--- config.mk ---
export PLATFORM = sky130hd
export DESIGN_NAME = hill_cipher_encrypt
export DESIGN_NICKNAME = d
export VERILOG_FILES = /design/src/hce_pkg.sv /design/src/hce_ctrl.sv /design/src/hce_dp.sv /design/src/hill_cipher_encrypt.sv
export SDC_FILE = /design/constraint.sdc
export NUM_CORES = 1
export LEC_CHECK = 0
export ABC_AREA = 0
export BUFFER_PORTS_ARGS = -buffer_cell sky130_fd_sc_hd__buf_2
export CAP_MARGIN = 20
export CELL_PAD_IN_SITES_DETAIL_PLACEMENT = 0
export CELL_PAD_IN_SITES_GLOBAL_PLACEMENT = 1
export CORE_UTILIZATION = 30
export DETAILED_ROUTE_END_ITERATION = 8
export PLACE_DENSITY_LB_ADDON = 0.1
export SLEW_MARGIN = 15
export SYNTH_ARGS = -nofsm -noshare
export SYNTH_HDL_FRONTEND = slang
export SYNTH_HIERARCHICAL = 1
export SYNTH_SLANG_ARGS = --single-unit
--- constraint.sdc ---
create_clock -name clk -period 25.6 [get_ports clk]
set_input_delay 5.12 -clock clk [delete_from_list [all_inputs] [get_ports clk]]
set_output_delay 5.12 -clock clk [all_outputs]
set_load 0.05 [all_outputs]
--- src/hce_pkg.sv ---
// Shared constants, types and helper functions for the Hill cipher encryption block.
package hce_pkg;

  localparam int MaxBlock = 4;
  localparam int KeyDim = 4;
  localparam int BlockLim = (MaxBlock < KeyDim) ? MaxBlock : KeyDim;

  localparam int CharW = 8;
  localparam int LetterW = 5;
  localparam int CipherW = 7;
  localparam int SizeW = 3;
  localparam int RowW = 2;
  localparam int KeyW = KeyDim * LetterW;
  localparam int ProdW = 2 * LetterW;
  localparam int SumW = 12;
  localparam int QuotW = 7;
  localparam int CfgIdxW = 3;

  localparam int Modulus = 26;
  localparam int RecipShift = 16;
  localparam int ModRecip = ((1 << RecipShift) + Modulus - 1) / Modulus;
  localparam int RecipW = 12;

  localparam logic [CharW-1:0] AsciiA = 8'd97;
  localparam logic [CharW-1:0] AsciiZ = 8'd122;
  localparam logic [LetterW-1:0] PadLetter = 5'd25;

  typedef logic [CfgIdxW-1:0] cfg_idx_t;
  localparam cfg_idx_t RegBlockSize = 3'd0;
  localparam cfg_idx_t RegKeyRow0 = 3'd1;
  localparam cfg_idx_t RegKeyRow1 = 3'd2;
  localparam cfg_idx_t RegKeyRow2 = 3'd3;
  localparam cfg_idx_t RegKeyRow3 = 3'd4;

  localparam logic [SizeW-1:0] BlockSizeReset = 3'd2;
  localparam logic [KeyW-1:0] KeyRow0Reset = 20'd1;
  localparam logic [KeyW-1:0] KeyRow1Reset = 20'd32;
  localparam logic [KeyW-1:0] KeyRow2Reset = 20'd1024;
  localparam logic [KeyW-1:0] KeyRow3Reset = 20'd32768;

  // Commands from the controller to the datapath.
  typedef struct packed {
    logic load;
    logic sum;
    logic div;
    logic out;
  } hce_cmd_t;

  // Status from the datapath to the controller.
  typedef struct packed {
    logic emit;
    logic last_row;
    logic out_free;
  } hce_sts_t;

  // Block size in use: zero acts as one, anything above the limit acts as the limit.
  function automatic logic [SizeW-1:0] eff_size(input logic [SizeW-1:0] raw);
    logic [SizeW-1:0] s;
    s = raw;
    if (s == '0) s = SizeW'(1);
    if (s > SizeW'(BlockLim)) s = SizeW'(BlockLim);
    return s;
  endfunction

endpackage

--- src/hce_ctrl.sv ---
// Controller state machine that sequences item intake and the per-row cipher steps.
module hce_ctrl (
  input  logic              clk,
  input  logic              rst,
  input  logic              s_tvalid,
  output logic              s_tready,
  input  hce_pkg::hce_sts_t sts,
  output hce_pkg::hce_cmd_t cmd
);
  import hce_pkg::*;

  typedef enum logic [3:0] {
    ST_IDLE = 4'b0001,
    ST_SUM  = 4'b0010,
    ST_DIV  = 4'b0100,
    ST_OUT  = 4'b1000
  } state_t;

  state_t state, state_next;

  always_comb begin
    s_tready   = (state == ST_IDLE);
    cmd        = '0;
    state_next = state;
    case (state)
      ST_IDLE: begin
        cmd.load = s_tvalid;
        if (s_tvalid && sts.emit) state_next = ST_SUM;
      end
      ST_SUM: begin
        cmd.sum    = 1'b1;
        state_next = ST_DIV;
      end
      ST_DIV: begin
        cmd.div    = 1'b1;
        state_next = ST_OUT;
      end
      ST_OUT: begin
        // Wait here while the previous letter still sits in the output register.
        if (sts.out_free) begin
          cmd.out    = 1'b1;
          state_next = sts.last_row ? ST_IDLE : ST_SUM;
        end
      end
      default: state_next = ST_IDLE;
    endcase
  end

  always_ff @(posedge clk) begin
    if (rst) state <= ST_IDLE;
    else state <= state_next;
  end

endmodule

--- src/hce_dp.sv ---
// Datapath: configuration registers, letter buffer, row dot product, mod 26 and output register.
module hce_dp (
  input  logic                                clk,
  input  logic                                rst,
  input  logic                                cfg_valid,
  input  hce_pkg::cfg_idx_t                   cfg_index,
  input  logic [hce_pkg::KeyW-1:0]            cfg_data,
  input  logic [hce_pkg::CharW-1:0]           char_in,
  input  logic                                end_of_text,
  input  hce_pkg::hce_cmd_t                   cmd,
  output hce_pkg::hce_sts_t                   sts,
  output logic                                m_tvalid,
  input  logic                                m_tready,
  output logic [hce_pkg::CipherW-1:0]         cipher_letter,
  output logic                                last_of_block,
  output logic                                end_of_message
);
  import hce_pkg::*;

  logic [SizeW-1:0]   block_size;
  logic [KeyW-1:0]    key_row [KeyDim];
  logic [LetterW-1:0] letter_buffer [MaxBlock];
  logic [SizeW-1:0]   fill_count;
  logic [RowW-1:0]    row;
  logic               final_flag;
  logic [SumW-1:0]    acc;
  logic [QuotW-1:0]   quot;

  logic [SizeW-1:0]   size;
  logic [SizeW-1:0]   fc;
  logic [SizeW-1:0]   fc_new;
  logic               is_letter;
  logic               full;
  logic               pad;
  logic [CharW-1:0]   char_off;
  logic [KeyW-1:0]    key_sel;
  logic [SumW-1:0]    row_sum;
  logic [SumW+RecipW-1:0] quot_prod;
  logic [SumW-1:0]    rem_raw;
  logic [SumW-1:0]    rem;
  logic [CipherW-1:0] letter_code;

  assign size      = eff_size(block_size);
  assign fc        = (fill_count >= size) ? '0 : fill_count;
  assign is_letter = (char_in >= AsciiA) && (char_in <= AsciiZ);
  assign fc_new    = fc + SizeW'(is_letter);
  assign full      = is_letter && (fc_new >= size);
  assign pad       = !full && end_of_text && (fc_new != '0);
  assign char_off  = char_in - AsciiA;

  assign sts.emit     = full || pad;
  assign sts.last_row = ({1'b0, row} == (size - SizeW'(1)));
  assign sts.out_free = !m_tvalid || m_tready;

  // Dot product of the selected key row with the block; columns past the size are masked.
  assign key_sel = key_row[row];
  always_comb begin
    row_sum = '0;
    for (int c = 0; c < MaxBlock; c++) begin
      if (SizeW'(c) < size) begin
        row_sum = row_sum + SumW'(ProdW'(key_sel[LetterW*c +: LetterW]) *
                                  ProdW'(letter_buffer[c]));
      end
    end
  end

  // Reciprocal multiply gives the exact quotient for every sum this block can form.
  assign quot_prod   = SumW'(acc) * RecipW'(ModRecip);
  assign rem_raw     = acc - SumW'(quot * SumW'(Modulus));
  assign rem         = (rem_raw >= SumW'(Modulus)) ? rem_raw - SumW'(Modulus) : rem_raw;
  assign letter_code = CipherW'(rem) + CipherW'(AsciiA);

  always_ff @(posedge clk) begin
    if (rst) begin
      block_size <= BlockSizeReset;
      key_row[0] <= KeyRow0Reset;
      key_row[1] <= KeyRow1Reset;
      key_row[2] <= KeyRow2Reset;
      key_row[3] <= KeyRow3Reset;
      fill_count <= '0;
      m_tvalid   <= 1'b0;
    end else begin
      if (cfg_valid) begin
        case (cfg_index)
          RegBlockSize: begin
            block_size <= cfg_data[SizeW-1:0];
            fill_count <= '0;
          end
          RegKeyRow0: key_row[0] <= cfg_data;
          RegKeyRow1: key_row[1] <= cfg_data;
          RegKeyRow2: key_row[2] <= cfg_data;
          RegKeyRow3: key_row[3] <= cfg_data;
          default: ;
        endcase
      end
      if (cmd.load) fill_count <= sts.emit ? '0 : fc_new;
      if (cmd.out) m_tvalid <= 1'b1;
      else if (m_tready) m_tvalid <= 1'b0;
    end
  end

  always_ff @(posedge clk) begin
    if (cmd.load) begin
      row        <= '0;
      final_flag <= end_of_text;
      for (int i = 0; i < MaxBlock; i++) begin
        if (is_letter && (SizeW'(i) == fc)) begin
          letter_buffer[i] <= char_off[LetterW-1:0];
        end else if (pad && (SizeW'(i) >= fc_new) && (SizeW'(i) < size)) begin
          letter_buffer[i] <= PadLetter;
        end
      end
    end
    if (cmd.sum) acc <= row_sum;
    if (cmd.div) quot <= quot_prod[RecipShift +: QuotW];
    if (cmd.out) begin
      cipher_letter  <= letter_code;
      last_of_block  <= sts.last_row;
      end_of_message <= sts.last_row && final_flag;
      row            <= row + RowW'(1);
    end
  end

endmodule

--- src/hill_cipher_encrypt.sv ---
// Top level of the streaming Hill cipher encryption block (mod 26).
//
// Text bytes arrive on the s_ stream, one item per byte; s_tlast marks the final
// byte of a message. Bytes outside 'a'..'z' are dropped. Letters collect into a
// block of block_size letters (1..4, reset 2). A full block, or a partial block
// padded with 'z' at end of text, yields one ciphertext letter per key row on the
// m_ stream, m_tlast on the last letter of each block and m_tuser on the last
// letter of the message.
// An item that completes no block is accepted while the controller is idle. A
// completed block holds the input while each output letter goes through three
// controller steps: row dot product, reciprocal-multiply quotient, and
// remainder into the output register.
// The output register holds one letter; when the receiver stalls, the next
// letter waits in the datapath and intake stops until the last letter of the
// block is in the output register.
// Reset clears the fill count and output valid and loads block size 2 with an
// identity key. The configuration channel is always ready; writes belong to idle
// periods, and writing the block size discards a pending partial block.
module hill_cipher_encrypt (
  input  logic                            clk,
  input  logic                            rst,
  input  logic                            cfg_valid,
  output logic                            cfg_ready,
  input  hce_pkg::cfg_idx_t               cfg_index,
  input  logic [hce_pkg::KeyW-1:0]        cfg_data,
  input  logic                            s_tvalid,
  output logic                            s_tready,
  input  logic [7:0]                      s_tdata,  // [7:0] char_in
  input  logic                            s_tlast,  // end_of_text
  output logic                            m_tvalid,
  input  logic                            m_tready,
  output logic [7:0]                      m_tdata,  // [6:0] cipher_letter, [7] zero
  output logic                            m_tlast,  // last_of_block
  output logic                            m_tuser   // [0] end_of_message
);
  import hce_pkg::*;

  hce_cmd_t           cmd;
  hce_sts_t           sts;
  logic [CipherW-1:0] cipher_letter;

  // Configuration registers take a write in any cycle.
  assign cfg_ready = 1'b1;

  hce_ctrl u_ctrl (
    .clk      (clk),
    .rst      (rst),
    .s_tvalid (s_tvalid),
    .s_tready (s_tready),
    .sts      (sts),
    .cmd      (cmd)
  );

  hce_dp u_dp (
    .clk            (clk),
    .rst            (rst),
    .cfg_valid      (cfg_valid),
    .cfg_index      (cfg_index),
    .cfg_data       (cfg_data),
    .char_in        (s_tdata),
    .end_of_text    (s_tlast),
    .cmd            (cmd),
    .sts            (sts),
    .m_tvalid       (m_tvalid),
    .m_tready       (m_tready),
    .cipher_letter  (cipher_letter),
    .last_of_block  (m_tlast),
    .end_of_message (m_tuser)
  );

  assign m_tdata = {1'b0, cipher_letter};

  // The end of a message always closes a block.
  assert property (@(posedge clk) disable iff (rst) m_tvalid && m_tuser |-> m_tlast)
    else $error("end of message without end of block");

  // The remainder stage must always land on a lowercase letter.
  assert property (@(posedge clk) disable iff (rst)
    m_tvalid |-> (m_tdata[6:0] >= 7'd97) && (m_tdata[6:0] <= 7'd122))
    else $error("cipher letter out of range");

  // The controller loads the output register only once the held letter is gone.
  assert property (@(posedge clk) disable iff (rst) cmd.out |-> sts.out_free)
    else $error("output register overwritten");

  // No new text is taken while a block is being emitted.
  assert property (@(posedge clk) disable iff (rst) cmd.sum |-> !s_tready)
    else $error("intake open during block emission");

endmodule

==> impl_metrics.toml, run 1 <==
[status]
status = "complete, no violations"

[drt]
drc_violation_count_after_routing = 0
drtIter0Drc = 384
wirelength_mm = 33.0
drt_pass1_iterations = 5
post_drt_wl_per_cell_um = 16.7
postRouteAntennaNets = 0
post_drt_via_cell_ratio = 4.55
vias = 9014

[critical_path]
timing.reg2reg.setup_slack_ns = 14.02
cp_num_cells = 39
worst_reg_to_reg_cells = 39
crit_path_top_delay_cell = "sky130_fd_sc_hd__mux4_2"
critical-path-top-cell-by-count = "sky130_fd_sc_hd__fa_1"
arrival_ns = 11.76
path_delay_family = "adder cells"
crit_path_max_fanout = 17
timing.critical_path.from_type = "register"
type_of_destination_of_the_critical_path = "register"
cp_data_required_time_ns = 25.78
worst-setup-path-type = "reg -> reg"
worstPathBufferInverterCount = 6
max_stage_delay_ns = 0.61
timing.rr.end = "u_dp/acc[10]"

[cts]
cts_tree = "done"
clock_tree.htree_level_count = 4
cts_max_path_buffers = 2
number_of_clock_buffers_inserted_by_tritoncts = 17
clk_latency_ns = 0.45
root_buffer = "sky130_fd_sc_hd__clkbuf_16"
setup_fix_bufs_post_cts = 0
cts_hold_repair.buffers = 0
clk_pin_slew_worst_paths_ns = 0.07
clock_sink_count = 144
cts_repair_resize_count = 0

[logic_synthesis]
synthCells = 1314
ys.warnings.count = 6
syn-cell-area_um2 = 13900
synth.avg_cell_area_um2 = 10.5
yosys.cell_types.count = 68
synth_top_cells_by_area = "sky130_fd_sc_hd__edfxtp_1, sky130_fd_sc_hd__ha_1, sky130_fd_sc_hd__fa_1"
ys.flop_type = "sky130_fd_sc_hd__edfxtp_1"
postSynthRegisterBits = 144
synth_largest_type_area_fraction_pct = 27.3
synth-edff-count = 126
async_flop_share_pct = 0
synthDominantAreaCellType = "sky130_fd_sc_hd__edfxtp_1"
seq_area_frac_synth_pct = 29.9
synthesis.nets = 1648

[timing]
worstMarginPinSlew_ns = 0.878
max_slew_margin_pct = 41.4
timing_max_transition_violations_final = 0
timing.final.crit_share_pct = 45.2
maximum_frequency_from_static_timing_analysis_mhz = 86.4
finalHoldViolCount = 0
finalCriticalPeriod_ns = 11.58
clock_skew_ns = 0.0148
setup_total_neg_slack_ns = 0
setup_viol = 0
rsz0062_at_grt = "no"

[floorplan]
design.portCount = 50
initial_utilization_pct = 30.5
dieArea_um2 = 47000
floorplan.die.width_um = 217
die_h_um = 217
floorplan.rows = 78
core-area_um2 = 45500

[final_layout]
num-fill-cells = 4738
register_area_um2 = 4140
most_frequent_cells_in_the_layout = "sky130_fd_sc_hd__inv_1, sky130_fd_sc_hd__ha_1, sky130_fd_sc_hd__and2_1"
post_route_cells_drive_above_1_share_pct = 10.1
synthToLayoutAreaGrowth_pct = 12.0
antenna_cells_inserted = 0
finalNetCount = 1700
mostFrequentLayoutCell = "sky130_fd_sc_hd__inv_1"
multi_input_comb_area_um2 = 8910

[grt]
global_route_wire_length_before_repair_mm = 54.4
grt_remaining_overflow = 0
number_of_antenna_violations_at_the_first_check_in_global_routing = 1
grt_pass1_vias = 9717
grt_start_max_net_pins = 24
globalRouteTotalUtil_pct = 15.1

[placed_design]
place.detailed.hpwl_mm = 26.4
port-buffer-count = 47
place_congestion = 0.761

[worst_hold_path]
hold_path.startpoint = "u_dp/block_size[0]"
worstHoldEndpoint = "u_dp/block_size[0]"
min_path_type = "reg -> reg"
holdPathStages = 2

[flow_run]
cap_viol_max_count = 0
==> cells in the mapped netlist (13+ instances only) <==
| cell type | count |
|---|---|
| sky130_fd_sc_hd__nor2_1 | 57 |
| sky130_fd_sc_hd__a21o_1 | 17 |
| sky130_fd_sc_hd__xor2_1 | 17 |
| sky130_fd_sc_hd__nand2b_1 | 13 |
| sky130_fd_sc_hd__nand2_1 | 97 |
| sky130_fd_sc_hd__o21bai_1 | 13 |
| sky130_fd_sc_hd__inv_1 | 201 |
| sky130_fd_sc_hd__mux4_2 | 20 |
| sky130_fd_sc_hd__edfxtp_1 | 126 |
| sky130_fd_sc_hd__clkbuf_1 | 18 |
| sky130_fd_sc_hd__and2_1 | 135 |
| sky130_fd_sc_hd__a21oi_1 | 63 |
| sky130_fd_sc_hd__xnor2_1 | 47 |
| sky130_fd_sc_hd__ha_1 | 190 |
| sky130_fd_sc_hd__o21ai_0 | 18 |
| sky130_fd_sc_hd__dfxtp_1 | 18 |
| sky130_fd_sc_hd__fa_1 | 107 |
==> cell type report <==
class / count / share of cell area (%)
well taps: 600 / 4.84
multi-input cells: 944 / 57.4
repair buffers: 58 / 2.05
clock buffers: 17 / 2.74
inverters: 201 / 4.86
clock inverters: 15 / 1.36
flip-flops and latches: 144 / 26.7
==> worst min-delay path, stage by stage, from the launching register on <==
cell                      delay, ns
sky130_fd_sc_hd__dfxtp_1       0.33
sky130_fd_sc_hd__nand2_1       0.06
sky130_fd_sc_hd__a21oi_1       0.05
==> worst max-delay path by stage <==
stage                   from            to  slack (ns)
global placement    register  u_dp/acc[10]       13.97
finish              register  u_dp/acc[10]       14.02
CTS                 register  u_dp/acc[10]       13.85
global route        register  u_dp/acc[10]       13.21
detailed placement  register  u_dp/acc[10]       13.87
floorplan           register  u_dp/acc[10]       13.94
==> kinds of logic (layout without fill, tap and decap cells) <==
group,after synthesis,after routing,share of synthesized area (%)
multiplexers,35,35,4.40
buffers and inverters,226,291,6.21
flip-flops,144,144,29.9
XOR/XNOR,67,67,4.51
other,2,2,0.0542
AND/OR/NAND/NOR,364,364,13.9
adder cells (fa/ha/maj),297,297,32.6
AO/OA/AOI/OAI,179,179,8.43
==> sequential cells by signal (all words and copies together), names as in the netlist, named ones only <==
| signal | flops |
|---|---|
| u_dp/key_row | 80 |
| u_dp/end_of_message | 1 |
| u_dp/m_tvalid | 1 |
| u_dp/fill_count | 3 |
| u_dp/final_flag | 1 |
| u_dp/letter_buffer | 20 |
| u_dp/cipher_letter | 7 |
| u_dp/row | 2 |
| u_dp/quot | 7 |
| u_dp/acc | 12 |
| u_ctrl/state | 4 |
| u_dp/last_of_block | 1 |
| u_dp/block_size | 3 |
==> layer usage <==
| metal | vias to the layer above | track usage (%) | routed length (um) |
|---|---|---|---|
| li1 | 4550 | - | - |
| met1 | 4356 | 21.7 | 17500 |
| met2 | 81 | 24.0 | 14500 |
| met3 | 25 | 2.04 | 591 |
| met4 | 2 | 3.78 | 393 |
| met5 | - | 0 | 8 |
==> metrics by stage <==
stage          worst slack (ns)  hold slack [ns]  cells  cell area (um2)  util [%]
6_report                  14.02            0.496   1979            15500      34.1
3_3_place_gp              13.97            0.482   1947            14900      32.7
2_1_floorplan             13.94            0.450   1314            13900         -
4_1_cts                   13.85            0.502   1979            15500      34.1
5_1_grt                   13.21            0.527   1979            15500      34.1
3_5_place_dp              13.87            0.493   1947            14900      32.7
Power of run 1 is not shown: default switching activity piles up to over one toggle a cycle in this logic, so the estimate is an artifact.
==> run 2: changes to the inputs <==
--- a/config.mk
+++ b/config.mk
@@ -5,7 +5,7 @@
 export SDC_FILE = /design/constraint.sdc
 export NUM_CORES = 1
 export LEC_CHECK = 0
-export ABC_AREA = 0
+export ABC_AREA = 1
 export BUFFER_PORTS_ARGS = -buffer_cell sky130_fd_sc_hd__buf_2
 export CAP_MARGIN = 20
 export CELL_PAD_IN_SITES_DETAIL_PLACEMENT = 0
==> constraint.sdc (replaced) <==
create_clock -name clk -period 11.15 [get_ports clk]
set_input_delay 2.23 -clock clk [delete_from_list [all_inputs] [get_ports clk]]
set_output_delay 2.23 -clock clk [all_outputs]
set_load 0.05 [all_outputs]
==> run 2 against run 1 <==
The flow now finishes with violations (design-rule violations). Wire length rose by 16%. Non-clock buffer count rose by 18. Die area rose by 2.6%. Via count rose by 19%. Clock skew rose by 0.0024 ns. Design area rose by 3.3%. Synthesized area rose by 2.6%. Final cell count rose by 20%. Critical path depth rose by 5.
==> impl_metrics.toml, run 2 <==
[floorplan]
design.portCount = 50
die_h_um = 220
dieArea_um2 = 48300
floorplan.die.width_um = 220
initial_utilization_pct = 30.5
core-area_um2 = 46700
floorplan.rows = 79

[drt]
drtIter0Drc = 403
drc_violation_count_after_routing = 8
wirelength_mm = 38.4
drt_pass1_iterations = 7
vias = 10712
post_drt_wl_per_cell_um = 16.1
post_drt_via_cell_ratio = 4.50
postRouteAntennaNets = 0

[cts]
root_buffer = "sky130_fd_sc_hd__clkbuf_16"
clk_pin_slew_worst_paths_ns = 0.07
cts_max_path_buffers = 2
cts_hold_repair.buffers = 0
clock_tree.htree_level_count = 4
cts_tree = "done"
clk_latency_ns = 0.47
clock_sink_count = 144
number_of_clock_buffers_inserted_by_tritoncts = 17

[placed_design]
place_congestion = 0.778
place.detailed.hpwl_mm = 31.5
port-buffer-count = 47

[status]
status = "finished with violations"
violations_in_the_final_reports = "design-rule violations"

[logic_synthesis]
synth_mux_area_share_pct = 0.141
synthCells = 1694
async_flop_share_pct = 0
synth_compound_gate_area_share_pct = 4.93
synth-edff-count = 126
synthesis.nets = 2028
post_synth_and_or_nand_nor_area_fraction_pct = 22.3
synth.top_cells.by_count = "sky130_fd_sc_hd__nand2_1, sky130_fd_sc_hd__inv_1, sky130_fd_sc_hd__nor2_1, sky130_fd_sc_hd__ha_1, sky130_fd_sc_hd__edfxtp_1"
synth_top_family_by_area = "adder cells"
syn-cell-area_um2 = 14200
top_count_cell_post_synth = "sky130_fd_sc_hd__nand2_1"
synth_top_cells_by_area = "sky130_fd_sc_hd__edfxtp_1, sky130_fd_sc_hd__ha_1, sky130_fd_sc_hd__fa_1"
ys.warnings.count = 6
synthDominantAreaCellType = "sky130_fd_sc_hd__edfxtp_1"
synth.avg_cell_area_um2 = 8.39
ys.flop_type = "sky130_fd_sc_hd__edfxtp_1"
xor_xnor_fraction_of_synth_area_pct = 2.40
synthAdderAreaFrac_pct = 31.8
seq_area_frac_synth_pct = 29.1
yosys.cell_types.count = 50
postSynthRegisterBits = 144
synth_largest_type_area_fraction_pct = 26.6

[timing]
worstMarginPinSlew_ns = 1.05
finalHoldViolCount = 0
setup_viol = 0
max_slew_margin_pct = 29.6
timing_max_transition_violations_final = 0
rsz0062_at_grt = "no"
setup_total_neg_slack_ns = 0
timing.final.crit_share_pct = 93.8
clock_skew_ns = 0.0172
maximum_frequency_from_static_timing_analysis_mhz = 95.6
finalCriticalPeriod_ns = 10.46

[final_layout]
finish.utilization_pct = 34.3
top_regs = "u_dp/key_row: 80 flops, u_dp/letter_buffer: 20 flops, u_dp/acc: 12 flops"
multi_input_comb_area_um2 = 8820
mostFrequentLayoutCell = "sky130_fd_sc_hd__nand2_1"
most_frequent_cells_in_the_layout = "sky130_fd_sc_hd__nand2_1, sky130_fd_sc_hd__inv_1, sky130_fd_sc_hd__nor2_1"
synthToLayoutAreaGrowth_pct = 12.7
post_route_cells_drive_above_1_share_pct = 9.86
regMostFlops = "u_dp/key_row"
register_area_um2 = 4150
finalNetCount = 2096
num-fill-cells = 4976
antenna_cells_inserted = 0
largest_register_ff_count = 80

[critical_path]
timing.critical_path.from_type = "register"
max_stage_delay_ns = 0.54
crit_path_top_delay_cell = "sky130_fd_sc_hd__fa_1"
critical-path-top-cell-by-count = "sky130_fd_sc_hd__fa_1"
crit_path_max_fanout = 9
worst-setup-path-type = "reg -> reg"
cp_data_required_time_ns = 11.35
arrival_ns = 10.66
type_of_destination_of_the_critical_path = "register"

[flow_run]
cap_viol_max_count = 0

[worst_hold_path]
min_path_type = "reg -> reg"

[grt]
global_route_wire_length_before_repair_mm = 61.6
grt_start_max_net_pins = 29
grt_remaining_overflow = 0
grt_pass1_vias = 11469
globalRouteTotalUtil_pct = 17.1
number_of_antenna_violations_at_the_first_check_in_global_routing = 0
==> run 2: changes by cell type after synthesis, moves of 10 or more <==
cell and change:
sky130_fd_sc_hd__inv_1 +104, sky130_fd_sc_hd__nand2_2 +17, sky130_fd_sc_hd__nor2b_1 -10, sky130_fd_sc_hd__xnor2_1 -30
sky130_fd_sc_hd__nand2b_1 -13, sky130_fd_sc_hd__nand2_1 +271, sky130_fd_sc_hd__mux4_2 -20, sky130_fd_sc_hd__o21ai_0 +21
sky130_fd_sc_hd__and2_1 -132, sky130_fd_sc_hd__a21o_1 -16, sky130_fd_sc_hd__o21bai_1 -11, sky130_fd_sc_hd__inv_2 +10
sky130_fd_sc_hd__nor2_1 +145, sky130_fd_sc_hd__nand3_1 +80
==> run 2: kinds of logic after synthesis <==
group,Yosys count
other,2
adders and majority gates,297
buffers and inverters,350
xor gates and xnor gates,39
muxes,2
and+or+nand+nor,734
AOI/OAI and AO/OA,126
DFF,144
==> run 2: what timing repair did <==
| item | CTS | global route |
|---|---|---|
| resized for setup | 1 | 21 |
| pin swaps | 0 | 2 |
| setup buffers | 0 | 1 |
| endpoints found under the setup margin | 2 | 7 |
| gates cloned | 0 | 0 |
==> run 2: path summary, 6_finish.rpt <==
| path | start | endpoint | cells past startpoint | slack [ns] |
|---|---|---|---|---|
| worst max-delay path | register | u_dp/acc[9] | 44 | 0.69 |
| worst min-delay path | u_dp/block_size[0] | u_dp/block_size[0] | 2 | 0.49 |
| worst max register to register | register | u_dp/acc[9] | 44 | 0.69 |
| worst min register to register | u_dp/block_size[0] | u_dp/block_size[0] | 2 | 0.49 |
==> run 2: final cells by class <==
| type | instances | share of cell area [%] |
|---|---|---|
| Tap cell | 607 | 4.74 |
| Clock inverter | 15 | 1.15 |
| Multi-Input combinational cell | 1200 | 55.0 |
| Sequential cell | 144 | 25.9 |
| Inverter | 323 | 7.58 |
| Clock buffer | 17 | 2.66 |
| Timing Repair Buffer | 76 | 2.94 |
==> run 2: routing by layer <==
layer	track usage [%]	part of all wire, %
met2	31.1	50
met5	0	0
met4	5.24	2.1
met3	3.26	2.8
met1	20.2	45
==> run 2: stage by stage <==
stage / cells / setup slack [ns] / hold WS [ns] / cell area [um2]
detailed placement: 2348 / 0.0155 / 0.472 / 15300
global route: 2382 / 0.0265 / 0.525 / 16000
global placement: 2347 / 0.244 / 0.462 / 15300
floorplan: 1694 / 0.294 / 0.445 / 14200
finish: 2382 / 0.691 / 0.488 / 16000
CTS: 2380 / 0.0398 / 0.483 / 15900
==> run 2: critical path, delay by kind of cell (launching register included) <==
kind	cells	cell delay [ns]
adders and majority gates	16	7.20
AOI/OAI and AO/OA	7	0.85
and+or+nand+nor	8	0.55
DFF	1	0.38
buffers and inverters	10	0.70
xor gates and xnor gates	3	0.54
Power of run 2 is left out for the same reason.
